$ cat src/sv/bscp_pkg.sv
// Package: shared types, constants and character helpers for the servo command parser.
`timescale 1ns / 1ps
package bscp_pkg;

  localparam int CMD_CAPACITY_DEF = 64;
  localparam int MAG_W = 10;
  localparam logic [MAG_W-1:0] MAG_MAX = 10'd1023;
  localparam int NUM_KEYS = 4;

  localparam logic [7:0] CH_OPEN  = 8'h3C;
  localparam logic [7:0] CH_CLOSE = 8'h3E;
  localparam logic [7:0] CH_COLON = 8'h3A;
  localparam logic [7:0] CH_PLUS  = 8'h2B;
  localparam logic [7:0] CH_MINUS = 8'h2D;
  localparam logic [7:0] CH_SPACE = 8'h20;
  localparam logic [7:0] CH_NUL   = 8'h00;

  localparam logic [7:0] KEY_LETTER [NUM_KEYS] = '{8'h50, 8'h54, 8'h4C, 8'h46};

  localparam logic [1:0] KEY_PAN   = 2'd0;
  localparam logic [1:0] KEY_TILT  = 2'd1;
  localparam logic [1:0] KEY_LASER = 2'd2;
  localparam logic [1:0] KEY_FRAME = 2'd3;

  localparam logic [1:0] REG_PAN_LOW   = 2'd0;
  localparam logic [1:0] REG_PAN_HIGH  = 2'd1;
  localparam logic [1:0] REG_TILT_LOW  = 2'd2;
  localparam logic [1:0] REG_TILT_HIGH = 2'd3;

  localparam logic [7:0] LIMIT_LOW_RST  = 8'd0;
  localparam logic [7:0] LIMIT_HIGH_RST = 8'd180;
  localparam logic [7:0] HELD_ANGLE_RST = 8'd90;

  typedef enum logic [1:0] {
    PH_NONE = 2'd0,
    PH_WS   = 2'd1,
    PH_NUM  = 2'd2,
    PH_DONE = 2'd3
  } key_phase_t;

  typedef struct packed {
    key_phase_t       phase;
    logic             negative;
    logic [MAG_W-1:0] magnitude;
  } key_state_t;

  function automatic logic is_ws(input logic [7:0] c);
    is_ws = (c == CH_SPACE) || (c >= 8'd9 && c <= 8'd13);
  endfunction

  function automatic logic is_digit(input logic [7:0] c);
    is_digit = (c >= 8'h30) && (c <= 8'h39);
  endfunction

endpackage

$ cat src/sv/bscp_key_parser.sv
// Key parser: finds the first "X:" key and reads the signed, saturated integer after it.
`timescale 1ns / 1ps
module bscp_key_parser #(
  parameter logic [7:0] KEY = 8'h50
) (
  input  logic                clk,
  input  logic                rst,
  input  logic                clear,
  input  logic                step,
  input  logic [7:0]          rx_char,
  input  logic [7:0]          prev_char,
  output bscp_pkg::key_state_t key_state
);
  import bscp_pkg::*;

  key_phase_t       phase;
  key_phase_t       phase_next;
  logic             negative;
  logic             negative_next;
  logic [MAG_W-1:0] magnitude;
  logic [MAG_W-1:0] magnitude_next;
  logic [MAG_W+3:0] product;

  assign product = (MAG_W+4)'({magnitude, 3'b000}) + (MAG_W+4)'({magnitude, 1'b0})
                 + (MAG_W+4)'(rx_char[3:0]);

  always_comb begin
    phase_next = phase;
    if (clear) begin
      phase_next = PH_NONE;
    end else if (step) begin
      unique case (phase)
        PH_NONE: begin
          if (prev_char == KEY && rx_char == CH_COLON) phase_next = PH_WS;
        end
        PH_WS: begin
          if (is_ws(rx_char)) phase_next = PH_WS;
          else if (rx_char == CH_PLUS || rx_char == CH_MINUS || is_digit(rx_char))
            phase_next = PH_NUM;
          else phase_next = PH_DONE;
        end
        PH_NUM: begin
          if (!is_digit(rx_char)) phase_next = PH_DONE;
        end
        PH_DONE: phase_next = PH_DONE;
      endcase
    end
  end

  always_comb begin
    negative_next  = negative;
    magnitude_next = magnitude;
    if (clear) begin
      negative_next  = 1'b0;
      magnitude_next = '0;
    end else if (step) begin
      case (phase)
        PH_NONE: begin
          if (prev_char == KEY && rx_char == CH_COLON) begin
            negative_next  = 1'b0;
            magnitude_next = '0;
          end
        end
        PH_WS: begin
          if (!is_ws(rx_char)) begin
            if (rx_char == CH_PLUS || rx_char == CH_MINUS) begin
              negative_next = (rx_char == CH_MINUS);
            end else if (is_digit(rx_char)) begin
              magnitude_next = MAG_W'(rx_char[3:0]);
            end
          end
        end
        PH_NUM: begin
          if (is_digit(rx_char)) begin
            magnitude_next = (product > (MAG_W+4)'(MAG_MAX)) ? MAG_MAX : product[MAG_W-1:0];
          end
        end
        default: ;
      endcase
    end
  end

  always_ff @(posedge clk) begin
    if (rst) begin
      phase     <= PH_NONE;
      negative  <= 1'b0;
      magnitude <= '0;
    end else begin
      phase     <= phase_next;
      negative  <= negative_next;
      magnitude <= magnitude_next;
    end
  end

  assign key_state = '{phase: phase, negative: negative, magnitude: magnitude};

endmodule

$ cat src/sv/bracketed_servo_command_parser_top.sv
// Top level: bracketed servo command parser with APB limit registers.
// A closing '>' word is held in the input register s1_byte, then loads the output register.
// Throughput: one byte per cycle; a '>' stalls only while the previous result waits.
// Other bytes keep flowing while a result is pending in the output register.
// Reset (synchronous, rst high): limits 0/180/0/180, held pan and tilt 90, laser off,
// no command open, all key parsers cleared.
`timescale 1ns / 1ps
module bracketed_servo_command_parser_top #(
  parameter int CMD_CAPACITY = bscp_pkg::CMD_CAPACITY_DEF
) (
  input  logic        clk,
  input  logic        rst,
  input  logic        in_valid,
  output logic        in_ready,
  input  logic [7:0]  rx_byte,
  output logic        out_valid,
  input  logic        out_ready,
  output logic [7:0]  pan_angle,
  output logic [7:0]  tilt_angle,
  output logic        laser_enable,
  output logic        frame_request,
  input  logic        psel,
  input  logic        penable,
  input  logic        pwrite,
  input  logic [3:0]  paddr,
  input  logic [31:0] pwdata,
  output logic [31:0] prdata,
  output logic        pready
);
  import bscp_pkg::*;

  localparam int CNT_W = $clog2(CMD_CAPACITY);
  localparam logic [CNT_W-1:0] CNT_LAST = CNT_W'(CMD_CAPACITY - 1);

  logic [7:0] pan_low, pan_high, tilt_low, tilt_high;
  logic [1:0] reg_index;
  logic       reg_write;

  logic       s1_valid;
  logic [7:0] s1_byte;
  logic       in_command;
  logic [CNT_W-1:0] stored_count;
  logic [7:0] previous_char;
  logic       string_ended;
  logic [7:0] held_pan, held_tilt;
  logic       held_laser;

  logic       is_open, is_close, produce, advance, room, take, feed, clear_cmd;
  logic [7:0] pan_next, tilt_next;
  logic       laser_next, frame_next;
  key_state_t keys [NUM_KEYS];

  function automatic logic [7:0] clamp(input logic neg, input logic [MAG_W-1:0] mag,
                                       input logic [7:0] lo, input logic [7:0] hi);
    logic [MAG_W-1:0] v;
    v = neg ? '0 : mag;
    if (neg && mag != '0) clamp = lo;
    else if (v < MAG_W'(lo)) clamp = lo;
    else if (v > MAG_W'(hi)) clamp = hi;
    else clamp = v[7:0];
  endfunction

  // Configuration port
  assign pready    = 1'b1;
  assign reg_index = paddr[3:2];
  assign reg_write = psel && penable && pwrite;

  always_comb begin
    unique case (reg_index)
      REG_PAN_LOW:   prdata = {24'd0, pan_low};
      REG_PAN_HIGH:  prdata = {24'd0, pan_high};
      REG_TILT_LOW:  prdata = {24'd0, tilt_low};
      REG_TILT_HIGH: prdata = {24'd0, tilt_high};
    endcase
  end

  always_ff @(posedge clk) begin
    if (rst) begin
      pan_low   <= LIMIT_LOW_RST;
      pan_high  <= LIMIT_HIGH_RST;
      tilt_low  <= LIMIT_LOW_RST;
      tilt_high <= LIMIT_HIGH_RST;
    end else if (reg_write) begin
      unique case (reg_index)
        REG_PAN_LOW:   pan_low   <= pwdata[7:0];
        REG_PAN_HIGH:  pan_high  <= pwdata[7:0];
        REG_TILT_LOW:  tilt_low  <= pwdata[7:0];
        REG_TILT_HIGH: tilt_high <= pwdata[7:0];
      endcase
    end
  end

  // Byte decode and stage control
  assign is_open   = (s1_byte == CH_OPEN);
  assign is_close  = (s1_byte == CH_CLOSE);
  assign produce   = s1_valid && is_close && in_command;
  assign advance   = s1_valid && (!produce || !out_valid || out_ready);
  assign in_ready  = !s1_valid || advance;
  assign clear_cmd = advance && (is_open || (is_close && in_command));
  assign room      = stored_count < CNT_LAST;
  assign take      = advance && in_command && !is_open && !is_close && room;
  assign feed      = take && !string_ended && (s1_byte != CH_NUL);

  always_ff @(posedge clk) begin
    if (rst) begin
      s1_valid <= 1'b0;
    end else if (in_ready) begin
      s1_valid <= in_valid;
    end
  end

  always_ff @(posedge clk) begin
    if (in_ready && in_valid) s1_byte <= rx_byte;
  end

  always_ff @(posedge clk) begin
    if (rst) begin
      in_command    <= 1'b0;
      stored_count  <= '0;
      previous_char <= CH_NUL;
      string_ended  <= 1'b0;
    end else if (clear_cmd) begin
      in_command    <= is_open;
      stored_count  <= '0;
      previous_char <= CH_NUL;
      string_ended  <= 1'b0;
    end else if (take) begin
      stored_count <= stored_count + 1'b1;
      if (!string_ended && s1_byte == CH_NUL) string_ended <= 1'b1;
      if (feed) previous_char <= s1_byte;
    end
  end

  for (genvar k = 0; k < NUM_KEYS; k++) begin : g_key
    bscp_key_parser #(
      .KEY(KEY_LETTER[k])
    ) u_key (
      .clk       (clk),
      .rst       (rst),
      .clear     (clear_cmd),
      .step      (feed),
      .rx_char   (s1_byte),
      .prev_char (previous_char),
      .key_state (keys[k])
    );
  end

  // Command close
  always_comb begin
    pan_next = (keys[KEY_PAN].phase != PH_NONE)
        ? clamp(keys[KEY_PAN].negative, keys[KEY_PAN].magnitude, pan_low, pan_high)
        : clamp(1'b0, MAG_W'(held_pan), pan_low, pan_high);
    tilt_next = (keys[KEY_TILT].phase != PH_NONE)
        ? clamp(keys[KEY_TILT].negative, keys[KEY_TILT].magnitude, tilt_low, tilt_high)
        : clamp(1'b0, MAG_W'(held_tilt), tilt_low, tilt_high);
    laser_next = (keys[KEY_LASER].phase != PH_NONE)
        ? (keys[KEY_LASER].magnitude != '0) : held_laser;
    frame_next = (keys[KEY_FRAME].phase != PH_NONE) && !keys[KEY_FRAME].negative
        && (keys[KEY_FRAME].magnitude == MAG_W'(1));
  end

  always_ff @(posedge clk) begin
    if (rst) begin
      held_pan   <= HELD_ANGLE_RST;
      held_tilt  <= HELD_ANGLE_RST;
      held_laser <= 1'b0;
    end else if (advance && produce) begin
      held_pan   <= pan_next;
      held_tilt  <= tilt_next;
      held_laser <= laser_next;
    end
  end

  always_ff @(posedge clk) begin
    if (rst) begin
      out_valid <= 1'b0;
    end else if (advance && produce) begin
      out_valid <= 1'b1;
    end else if (out_ready) begin
      out_valid <= 1'b0;
    end
  end

  always_ff @(posedge clk) begin
    if (advance && produce) begin
      pan_angle     <= pan_next;
      tilt_angle    <= tilt_next;
      laser_enable  <= laser_next;
      frame_request <= frame_next;
    end
  end

`ifndef NO_ASSERTIONS
  a_idle_keys_clear: assert property (@(posedge clk) disable iff (rst)
    !in_command |-> (keys[KEY_PAN].phase == PH_NONE && keys[KEY_TILT].phase == PH_NONE
                     && keys[KEY_LASER].phase == PH_NONE && keys[KEY_FRAME].phase == PH_NONE))
    else $error("key parser active outside a command");
  a_count_bound: assert property (@(posedge clk) disable iff (rst)
    stored_count <= CNT_LAST)
    else $error("stored count beyond capacity");
  a_ended_in_cmd: assert property (@(posedge clk) disable iff (rst)
    string_ended |-> in_command)
    else $error("string end flag set outside a command");
  a_close_result: assert property (@(posedge clk) disable iff (rst)
    (advance && produce) |=> (out_valid && !in_command))
    else $error("closing word did not load a result");
  a_close_stall: assert property (@(posedge clk) disable iff (rst)
    (produce && out_valid && !out_ready) |=> (s1_valid && $stable(s1_byte) && in_command))
    else $error("closing word lost while output stalled");
`endif

endmodule

$ cat config.mk
export PLATFORM = sky130hd
export DESIGN_NAME = bracketed_servo_command_parser_top
export DESIGN_NICKNAME = d
export VERILOG_FILES = /design/src/sv/bscp_pkg.sv /design/src/sv/bscp_key_parser.sv /design/src/sv/bracketed_servo_command_parser_top.sv
export SDC_FILE = /design/constraint.sdc
export NUM_CORES = 1
export LEC_CHECK = 0
export BUFFER_PORTS_ARGS = -buffer_cell sky130_fd_sc_hd__buf_2
export CORE_ASPECT_RATIO = 1.2
export CORE_MARGIN = 2
export CORE_UTILIZATION = 25
export CTS_BUF_LIST = sky130_fd_sc_hd__clkbuf_8 sky130_fd_sc_hd__clkbuf_16
export CTS_CLUSTER_DIAMETER = 80
export DETAILED_ROUTE_END_ITERATION = 10
export PLACE_DENSITY = 0.45
export SETUP_SLACK_MARGIN = 0.2
export SLEW_MARGIN = 5
export SYNTH_ARGS = -nofsm -noshare
export SYNTH_HDL_FRONTEND = slang
export SYNTH_HIERARCHICAL = 1
export SYNTH_SLANG_ARGS = --single-unit
$ cat constraint.sdc
create_clock -name clk -period 4.6 [get_ports clk]
set_input_delay 0 -clock clk [delete_from_list [all_inputs] [get_ports clk]]
set_output_delay 0 -clock clk [all_outputs]
set_load 0.1 [all_outputs]
== Word-level counts from Yosys, hierarchy flattened ==
Cells that the tools add are included.

* Register bits: 144
* Input bits: 51
* Output and inout port bits: 53
* Logic and storage cells: 244

* Add/sub/neg operators: 9
* Magnitude comparators: 17
* Equality and inequality tests: 53
* Muxes and demuxes: 56
* Reductions and logical operators: 80

{| class="wikitable"
|+ Operators with widths
! cell !! count
|-
| 10-bit two-way mux || 17
|-
| 32-bit case mux with 4 select lines || 1
|-
| 10-bit case mux with 3 select lines || 4
|-
| 8-bit two-way mux || 12
|-
| 13-bit by 11-bit adder with 14-bit output || 4
|-
| 14-bit by 4-bit adder with 14-bit output || 4
|-
| 14-bit by 10-bit greater-than comparator with 1-bit output (second input constant) || 4
|-
| 8-bit by 6-bit equality test with 1-bit output (second input constant) || 6
|-
| 2-bit inequality test (second input constant) || 20
|-
| 8-bit by 7-bit equality test with 1-bit output (second input constant) || 4
|-
| 2-bit case mux with 4 select lines || 4
|-
| 10-bit nonzero test || 3
|-
| 7-bit AND reduction || 4
|-
| 1-bit logical AND || 26
|-
| 2-bit equality test (second input constant) || 10
|-
| 10-bit by 8-bit greater-than comparator with 1-bit output || 2
|-
| 10-bit by 8-bit less-than comparator with 1-bit output || 2
|-
| 8-bit greater-than comparator || 2
|-
| 8-bit less-than comparator || 2
|-
| 2-bit nonzero test || 8
|-
| 5-bit AND reduction || 3
|-
| 2-bit by 1-bit inequality test with 1-bit output (second input constant) || 7
|-
| 2-bit two-way mux || 6
|-
| 2-bit AND reduction || 6
|-
| 18 further kinds || 54
|}

== Depth between registers and ports, before layout ==
Gate-level depths: netlist of the first run.

* Depth after elaboration: 14
* Mapped depth: 13
* Mapped depth without buffers: 11

== By module ==
The synthesis of the first run kept the hierarchy.

{| class="wikitable"
|+ Modules (own cells, without submodules)
! module !! instances !! cells an instance !! area an instance (um2) !! sequential area each (um2)
|-
| bracketed_servo_command_parser_top || 1 || 662 || 6244.7 || 2122.0
|-
| bscp_key_parser at g_key[1].u_key || 1 || 195 || 1594.0 || 260.2
|-
| bscp_key_parser at g_key[3].u_key || 1 || 177 || 1532.7 || 260.2
|-
| bscp_key_parser at g_key[0].u_key || 1 || 176 || 1529.0 || 260.2
|-
| bscp_key_parser at g_key[2].u_key || 1 || 183 || 1483.9 || 260.2
|}

== Worst setup path after synthesis of the first run ==
No wires, ideal clock.

* Path kind: reg2reg
* From: register s1_byte[3]
* To: register g_key[0].u_key.magnitude[6]
* Library setup time: 0.147 ns
* Arrival: 3.190 ns
* Required time: 4.453 ns
* Setup slack: 1.263 ns
* Stages on the path, launching flop included: 10
* Buffers on the path: 0
* Period minus slack after synthesis: 3.337 ns
* Cells stage by stage: edfxtp_1 > inv_1 > fa_1 > fa_1 > nor2b_4 > o2111ai_2 > a211oi_1 > a211oi_2 > o41ai_4 > o211ai_1

* Word-level cells in the longest chain between the ends: 14
* Elaborated cells on any way between the ends: 45
* Classes of those cells: add/sub: 1; order compare: 5; eq/ne: 11; mux: 3; reduce/logical: 25

{| class="wikitable"
|+ Ends and longest elaborated chain
! item !! line !! RTL
|-
| start: declaration || bracketed_servo_command_parser_top.sv:40 || <nowiki>logic [7:0] s1_byte;</nowiki>
|-
| start signal: assignment || bracketed_servo_command_parser_top.sv:113 || <nowiki>if (in_ready && in_valid) s1_byte <= rx_byte;</nowiki>
|-
| branches (longest 14 deep; another with 14-bit by 4-bit adder with 14-bit output) || - ||
|-
| end signal: assignment || bscp_key_parser.sv:91 || <nowiki>magnitude <= magnitude_next;</nowiki>
|-
| end: declaration || bscp_key_parser.sv:20 || <nowiki>logic [MAG_W-1:0] magnitude;</nowiki>
|}

Several ways; the timed one is not identified. The select of a mux whose other input is x is not followed.
A chain may end at the register's enable or synchronous reset.

== Worst setup path in the final report of the first run ==
* From: register s1_byte[3]
* To: register g_key[3].u_key.magnitude[8]

* Word-level cells in the longest chain between the ends: 14
* Elaborated cells on any way between the ends: 45
* Classes of those cells: add/sub: 1; order compare: 5; eq/ne: 11; mux: 3; reduce/logical: 25

{| class="wikitable"
|+ Ends and longest elaborated chain
! item !! line
|-
| branches (longest 14 deep; another with 14-bit by 4-bit adder with 14-bit output) || -
|-
| end signal: assignment || bscp_key_parser.sv:91
|-
| end: declaration || bscp_key_parser.sv:20
|}

Several ways; the timed one is not identified. The select of a mux whose other input is x is not followed.

==> flow_summary.json, run 1 <==
{
  "dieHeight_um": 247,
  "gr-total-overflow": 0,
  "ys_warn_count": 6,
  "p_int_mw": 2.13,
  "fin_crit_ns": 3.55,
  "grt_pass1_vias": 10500,
  "die_area_um2": 51100,
  "critPathKind": "reg -> reg",
  "critPathRequiredTime_ns": 4.93,
  "clk_pin_slew_ns": 0.06,
  "p_seq_share_pct": 43.8,
  "slew_headroom_pct": 35.6,
  "cts_buffers": 17,
  "cts_tree": "yes",
  "period_share_pct": 77.1,
  "hpwl_um": 26200,
  "clk-insertion-delay-late_ns": 0.44,
  "grtUsageTotal_pct": 13.7,
  "ir_worst_vdd_v": 0.000181,
  "nets": 1649,
  "antenna_left": 0,
  "drt-initial-drc-count": 523,
  "setup_viol": 0,
  "critPathMaxFanout": 12,
  "drv_cap": 0,
  "syn-cell-area_um2": 12300,
  "p_switching_mw": 0.873,
  "htreeDepth": 4,
  "skew_ns": 0.0134,
  "rows": 89,
  "r2r.worst_path.cells": 9,
  "r2r_start": "s1_byte[3]$_DFFE_PP_",
  "fmax_mhz": 282,
  "die_w_um": 207,
  "tightest_slew_ns": 0.962,
  "viasPerCell": 5.02,
  "regToRegSetupSlack_ns": 1.05,
  "portBuffers": 52,
  "rsz0062_at_grt": "no",
  "drive_above_1_share_pct": 11.7,
  "routed_wl_um": 34200,
  "routedWlPerCell_um": 16.4,
  "io-pin-count": 104,
  "antennaDiodeCount": 0,
  "fill_cells": 5285,
  "vias": 10500,
  "cts_setup_buffers": 0,
  "clock-sinks": 144,
  "multi_input_area_um2": 8520,
  "routabilityCongestion": 0.868,
  "drc": 0,
  "rr_endpoint": "g_key[3].u_key/magnitude[8]$_SDFFE_PP0P_",
  "area_growth_pct": 12.6,
  "cts_root_buf": "clkbuf_16",
  "crit_path_end_kind": "register",
  "placed_cells": 2038,
  "start_util_pct": 25.2,
  "powerDensity_nw_per_um2": 217,
  "hold_viol": 0,
  "switching_share_pct": 29.0,
  "drv_slew": 0,
  "finalSetupTns_ns": 0,
  "syn_avg_cell_area_um2": 8.89,
  "cts.repair.resized": 0,
  "crit_path_end": "g_key[3].u_key/magnitude[8]$_SDFFE_PP0P_",
  "grt_first_pass_wirelength_um": 56100,
  "holdCritPathClass": "in -> reg",
  "outcome": "completed",
  "synth_cells": 1387,
  "core_area_um2": 49000,
  "max-clock-path-buffers": 2,
  "final_cells": 2087,
  "clockPowerShare_pct": 45.8,
  "combPwrFrac_pct": 10.4,
  "setup.worst_path.start": "s1_byte[3]$_DFFE_PP_",
  "arrival_ns": 3.88,
  "register_area_um2": 3140,
  "p_leak_nw": 5.82,
  "dr.pass1.iters": 5,
  "worstSetupStartpointType": "register",
  "antenna_found_initial": 0,
  "grt_max_degree": 36
}
metal layers:
| layer | track usage [%] | share of wire, % | vias to the layer above |
|---|---|---|---|
| met3 | 2.29 | 3.4 | 33 |
| met2 | 23.2 | 47 | 188 |
| met1 | 17.9 | 47 | 4973 |
| li1 | - | - | 5281 |
| met4 | 3.84 | 2.0 | 0 |
| met5 | 0 | 0 | - |
power groups by stage:
stage	clock (mW)	sequential [mW]	combinational, mW
after floorplan	0	1.34	0.248
after global placement	0	1.34	0.301
after detailed placement	0	1.34	0.302
after CTS	1.43	1.32	0.314
after global routing	1.46	1.32	0.341
final	1.38	1.32	0.314
critical path: stages (launching register included):
cell and delay (ns):
edfxtp_1 0.60, buf_4 0.28, fa_1 0.53, fa_1 0.48, a21o_1 0.22, o2bb2ai_1 0.18, a211o_1 0.31, nor3_4 0.37
nand4_1 0.15, a32o_1 0.31
metrics by stage:
stage | utilization (%) | total power [mW] | hold slack (ns) | cell area, um^2 | setup WS [ns]
2_1_floorplan | - | 1.59 | 0.0768 | 12400 | 1.26
3_3_place_gp | 26.8 | 1.65 | 0.182 | 13100 | 1.07
3_5_place_dp | 26.8 | 1.65 | 0.178 | 13100 | 1.02
4_1_cts | 28.3 | 3.06 | 0.0143 | 13900 | 1.02
5_1_grt | 28.3 | 3.12 | 0.0692 | 13900 | 0.798
6_report | 28.3 | 3.01 | 0.0550 | 13900 | 1.05
cell type report:
class,count,share of cell area (%)
inverters,87,2.35
clock buffers,17,3.07
flip-flops and latches,144,22.6
multi-input cells,1106,61.4
well taps,637,5.74
repair buffers,81,3.75
clock inverters,15,1.06
timing repair:
item	in CTS	in global routing
endpoints found under the hold margin	41	0
hold buffers	17	0
endpoints found under the setup margin	0	0
state kept, by name (all words and copies together), names as in the netlist:
| register | flops |
|---|---|
| stored_count | 6 |
| s1_valid | 1 |
| tilt_angle | 8 |
| held_tilt | 8 |
| laser_enable | 1 |
| string_ended | 1 |
| g_key.u_key/phase | 8 |
| pan_angle | 8 |
| held_pan | 8 |
| previous_char | 8 |
| frame_request | 1 |
| s1_byte | 8 |
| g_key.u_key/magnitude | 40 |
| pan_low | 8 |
| in_command | 1 |
| tilt_high | 8 |
| tilt_low | 8 |
| held_laser | 1 |
| pan_high | 8 |
| g_key.u_key/negative | 3 |
| out_valid | 1 |
worst min-delay path by stage:
stage                     from                                    to  cells after the start
finish               out_ready                 s1_valid$_SDFFE_PP0N_                      4
global route         out_ready                out_valid$_SDFFE_PP0P_                      4
CTS                  out_ready                 s1_valid$_SDFFE_PP0N_                      4
detailed placement  rx_byte[0]                  s1_byte[0]$_DFFE_PP_                      1
global placement    rx_byte[3]                  s1_byte[3]$_DFFE_PP_                      1
floorplan                  rst  g_key[0].u_key/negative$_SDFFE_PP0P_                      1
cells in the final DEF, fill, tap and decap left out, types with 10 or more instances in the layout:
cell type	instances
a211o_1	20
a211oi_1	33
a21o_1	17
a21oi_1	72
a221oi_1	15
a22oi_1	11
buf_2	52
buf_4	12
clkbuf_16	17
conb_1	25
dfxtp_1	118
dlygate4sd3_1	17
edfxtp_1	26
ha_1	153
inv_1	86
mux2i_1	40
nand2_1	86
nand2b_1	17
nand3_1	18
nand4_1	28
nor2_1	139
nor2b_1	17
nor3_1	27
nor3b_1	14
nor4_1	11
o211ai_1	26
o21a_1	19
o21ai_0	43
o31ai_1	14
o32ai_1	10
xnor2_1	20
xor2_1	12
(Power assumes the default switching activity.)
==> inputs of run 2 (changes only) <==
ABC_AREA = 1   (was default)
clock period = 3.7 ns   (was 4.6 ns; I/O delays follow)
==> flow_summary.json, run 2 <==
{
  "hold_buffers": 17,
  "critPathKind": "reg -> reg",
  "grt_first_pass_wirelength_um": 59700,
  "htreeDepth": 4,
  "hold_viol": 0,
  "cts_setup_buffers": 0,
  "layout_common_cells": "542 x nand2_1, 255 x inv_1, 177 x nand3_1",
  "final_cells": 2677,
  "hpwl_um": 28400,
  "p_total_mw": 3.90,
  "rr_endpoint": "g_key[2].u_key/magnitude[1]$_SDFFE_PP0P_",
  "vias": 12300,
  "worst_path_max_delay_cell": "edfxtp_1",
  "grt_pass1_vias": 11600,
  "critPathMostFrequentCell": "nand2_1",
  "hold-path-cell-count": 4,
  "routed_wl_um": 36300,
  "drv_slew": 0,
  "dr.pass1.iters": 5,
  "slew_headroom_pct": 19.1,
  "rows": 91,
  "clock-sinks": 144,
  "worstSetupStartpointType": "register",
  "crit_path_end_kind": "register",
  "drive_above_1_share_pct": 9.48,
  "regToRegSetupSlack_ns": 0.66,
  "hold_start": "out_ready",
  "viasPerCell": 4.58,
  "antenna_left": 0,
  "dp_worst_setup_slack_ns": 0.647,
  "r2r.worst_path.cells": 14,
  "routabilityCongestion": 0.854,
  "worst_slack_ns": 0.662,
  "cts_root_buf": "clkbuf_16",
  "fmax_mhz": 329,
  "drt-initial-drc-count": 737,
  "max_stage_delay_ns": 0.77,
  "post-route-util_pct": 28.5,
  "finalSetupTns_ns": 0,
  "drc": 0,
  "synth_cells": 1942,
  "p_leak_nw": 6.92,
  "nets": 2225,
  "clk_pin_slew_ns": 0.07,
  "top_register": "g_key.u_key/magnitude",
  "path_cells": "ha_1, ha_1, inv_1, fa_1, nor2_1, o21ai_0, nand3_1, nand2_1, nor2_2, nand2_1, nand2_1, nand2_1, nand2_1, a21oi_1",
  "syn_avg_cell_area_um2": 6.66,
  "powerDensity_nw_per_um2": 267,
  "die_w_um": 212,
  "critPathRequiredTime_ns": 4.03,
  "r2r_start": "s1_byte[1]$_DFFE_PP_",
  "ir_worst_vdd_v": 0.000364,
  "whs_endpoint": "out_valid$_SDFFE_PP0P_",
  "critPathMaxFanout": 12,
  "ys_warn_count": 6,
  "cts_tree": "yes",
  "max-clock-path-buffers": 2,
  "drv_cap": 0,
  "cts.repair.resized": 0,
  "grt_max_degree": 24,
  "die_area_um2": 53600,
  "area_growth_pct": 13.0,
  "period_share_pct": 82.1,
  "antennaDiodeCount": 0,
  "clk-insertion-delay-late_ns": 0.45,
  "arrival_ns": 3.37,
  "antenna_found_initial": 0,
  "gr-total-overflow": 0,
  "syn-cell-area_um2": 12900,
  "grtUsageTotal_pct": 13.8,
  "placed_cells": 2628,
  "fill_cells": 5648,
  "setup_viol": 0,
  "outcome": "completed",
  "core_area_um2": 51200,
  "fin_crit_ns": 3.04,
  "dieHeight_um": 253,
  "holdCritPathClass": "in -> reg",
  "rsz0062_at_grt": "no",
  "start_util_pct": 25.2,
  "cts_buffers": 17,
  "mostFrequentLayoutCell": "nand2_1",
  "skew_ns": 0.0129,
  "largest_reg_flops": 40,
  "io-pin-count": 104,
  "portBuffers": 52,
  "tightest_slew_ns": 1.21,
  "routedWlPerCell_um": 13.6
}
-- run 2: report_power, final --
part,switching [mW],internal (mW),total [mW]
Clock,0.770,1.06,1.83
Sequential,0.0213,1.61,1.63
Combinational,0.343,0.0970,0.440
Total,1.13,2.77,3.90
-- run 2: how the worst max path moves through the flow --
stage / from / endpoint / slack (ns)
after floorplan: s1_byte[3]$_DFFE_PP_ / g_key[2].u_key/magnitude[0]$_SDFFE_PP0P_ / 0.70
after global placement: s1_byte[1]$_DFFE_PP_ / g_key[2].u_key/magnitude[1]$_SDFFE_PP0P_ / 0.67
after detailed placement: s1_byte[1]$_DFFE_PP_ / g_key[2].u_key/magnitude[1]$_SDFFE_PP0P_ / 0.65
after CTS: s1_byte[1]$_DFFE_PP_ / g_key[2].u_key/magnitude[1]$_SDFFE_PP0P_ / 0.63
after global routing: s1_byte[1]$_DFFE_PP_ / g_key[3].u_key/magnitude[1]$_SDFFE_PP0P_ / 0.39
final: s1_byte[1]$_DFFE_PP_ / g_key[2].u_key/magnitude[1]$_SDFFE_PP0P_ / 0.66
-- run 2: area by class of cell --
class / instances / area (um^2) / area share [%]
Multi-Input combinational cell: 1499 / 8510 / 58.2
Sequential cell: 144 / 3140 / 21.5
Inverter: 270 / 1010 / 6.93
Tap cell: 651 / 815 / 5.57
Timing Repair Buffer: 81 / 520 / 3.56
Clock buffer: 19 / 464 / 3.18
Clock inverter: 13 / 146 / 1.00
-- run 2: routing by layer --
layer  GRT usage, %  part of all wire (%)  wire length [um]  up-vias
met5              0                     0                 0        -
met4           4.12                   1.7               633        0
met3           1.71                   2.9              1050       33
met2           23.1                    47             16900      177
met1           18.4                    49             17700     5617
li1               -                     -                 -     6440
-- run 2: worst max-delay path: cells and delay by family (launching register included) --
kind,cells,cell delay [ns]
buffers and inverters,1,0.08
adders and majority gates,3,0.90
DFF,1,0.77
and+or+nand+nor,8,0.98
AOI/OAI and AO/OA,2,0.19
-- run 2: metrics by stage --
stage,hold WS (ns),cell area (um^2)
floorplan,0.0989,13000
global placement,0.180,13800
detailed placement,0.178,13800
CTS,0.0107,14600
global route,0.0453,14600
finish,0.0351,14600
==> inputs of run 3 (changes only) <==
clock period = 3 ns   (was 3.7 ns; I/O delays follow)
==> flow_summary.json, run 3 (synthesis results as in run 2) <==
{
  "outcome": "completed",
  "hpwl_um": 28500,
  "dr.pass1.iters": 5,
  "drv_cap": 0,
  "slew_headroom_pct": 48.0,
  "combPwrFrac_pct": 12.4,
  "hold_viol": 0,
  "antennaDiodeCount": 0,
  "tightest_slew_ns": 0.774,
  "clockPowerShare_pct": 44.5,
  "ir_worst_vdd_v": 0.000431,
  "die_area_um2": 53600,
  "dieHeight_um": 253,
  "finalSetupTns_ns": 0,
  "p_total_mw": 4.64,
  "period_share_pct": 89.3,
  "clk-insertion-delay-late_ns": 0.45,
  "path_buf_inv": 2,
  "grt_pass1_vias": 11800,
  "mostFrequentLayoutCell": "nand2_1",
  "gr-total-overflow": 0,
  "switching_share_pct": 31.0,
  "max-clock-path-buffers": 2,
  "nets": 2250,
  "htreeDepth": 4,
  "critPathRequiredTime_ns": 3.32,
  "worstSetupStartpointType": "register",
  "path_cells": "buf_12, inv_2, fa_2, fa_2, nor2_2, o21ai_1, nand3_1, nand2_1, nor2_4, nand2_2, nand2_2, nand2_1, nand2_1, a21oi_1",
  "worst_path_max_delay_cell": "fa_2",
  "p_int_mw": 3.20,
  "multi_input_area_um2": 8630,
  "max_stage_delay_ns": 0.46,
  "viasPerCell": 4.59,
  "register_area_um2": 3140,
  "rows": 91,
  "final_cells": 2702,
  "p_seq_share_pct": 43.1,
  "vias": 12400,
  "arrival_ns": 3.00,
  "p_switching_mw": 1.44,
  "drive_above_1_share_pct": 12.0,
  "cts_tree": "yes",
  "holdCritPathClass": "in -> reg",
  "antenna_left": 0,
  "layout_common_cells": "534 x nand2_1, 251 x inv_1, 175 x nand3_1",
  "top_register": "g_key.u_key/magnitude",
  "fmax_mhz": 373,
  "core_area_um2": 51200,
  "rsz0062_at_grt": "no",
  "grt_first_pass_wirelength_um": 59900,
  "p_leak_nw": 7.04,
  "grtUsageTotal_pct": 13.9,
  "critPathKind": "reg -> reg",
  "placed_cells": 2639,
  "fin_crit_ns": 2.68,
  "area_growth_pct": 15.6,
  "start_util_pct": 25.2,
  "routed_wl_um": 37300,
  "setup_viol": 0,
  "drt-initial-drc-count": 735,
  "die_w_um": 212,
  "cts_root_buf": "clkbuf_16",
  "cts_buffers": 17,
  "portBuffers": 52,
  "fill_cells": 5592,
  "critPathMostFrequentCell": "nand2_1",
  "skew_ns": 0.0113,
  "grt_max_degree": 35,
  "critPathMaxFanout": 7,
  "routedWlPerCell_um": 13.8,
  "io-pin-count": 104,
  "antenna_found_initial": 0,
  "drc": 0,
  "crit_path_end_kind": "register",
  "hold_slack_ns": 0.0743,
  "clk_pin_slew_ns": 0.07,
  "clock-sinks": 144,
  "largest_reg_flops": 40,
  "routabilityCongestion": 0.850,
  "drv_slew": 0,
  "powerDensity_nw_per_um2": 310,
  "critical-path-top-delay-family": "adder cells"
}
[run 3: final cells by class]
type	instances	area share, %
multi-input combinational	1499	57.7
tap	651	5.45
timing repair buffer	106	5.33
sequential	144	21.0
clock inverter	15	0.828
inverter	270	6.81
clock buffer	17	2.85
[run 3: power by group through the flow]
stage / clock [mW] / combinational [mW] / sequential, mW
3_5_place_dp: 0 / 0.542 / 2.04
3_3_place_gp: 0 / 0.537 / 2.04
5_1_grt: 2.20 / 0.627 / 2.00
6_report: 2.06 / 0.577 / 2.00
4_1_cts: 2.14 / 0.561 / 2.00
2_1_floorplan: 0 / 0.419 / 2.05
[run 3: stage by stage]
| stage | area [um^2] | util (%) | setup slack, ns |
|---|---|---|---|
| after detailed placement | 14000 | 27.3 | 0.240 |
| after CTS | 14700 | 28.7 | 0.224 |
| final | 15000 | 29.2 | 0.320 |
| after global routing | 15000 | 29.2 | 0.208 |
| after global placement | 14000 | 27.3 | 0.271 |
| after floorplan | 13000 | - | 0.201 |
[run 3: per-layer routing]
metal | up-vias | wire length, um | share of wire (%) | global-route usage, %
li1 | 6490 | - | - | -
met1 | 5601 | 17500 | 47 | 17.8
met5 | - | 0 | 0 | 0
met4 | 0 | 840 | 2.3 | 5.09
met2 | 274 | 17200 | 46 | 23.5
met3 | 48 | 1750 | 4.7 | 2.22
[run 3: path summary, 6_finish.rpt]
path                           startpoint                                        to  slack [ns]  depth (start not counted)
max                  s1_byte[3]$_DFFE_PP_  g_key[1].u_key/magnitude[3]$_SDFFE_PP0P_        0.32                         14
min                             out_ready                    out_valid$_SDFFE_PP0P_        0.07                          4
max reg2reg          s1_byte[3]$_DFFE_PP_  g_key[1].u_key/magnitude[3]$_SDFFE_PP0P_        0.32                         14
min reg2reg  stored_count[5]$_SDFFE_PP0P_              stored_count[5]$_SDFFE_PP0P_        0.48                          2
[run 3: timing repair]
action                                 CTS  global route
gates resized for setup                  0            29
endpoints found under the hold margin   41             0
setup endpoints to repair                0            32
buffers inserted                         0            12
hold buffers                            17             0
[run 3: worst reg2reg max path, stage by stage (launching register included)]
cell      delay [ns]
edfxtp_1        0.45
buf_12          0.18
inv_2           0.09
fa_2            0.46
fa_2            0.38
nor2_2          0.14
o21ai_1         0.10
nand3_1         0.10
nand2_1         0.09
nor2_4          0.22
nand2_2         0.09
nand2_2         0.08
nand2_1         0.06
nand2_1         0.06
a21oi_1         0.05
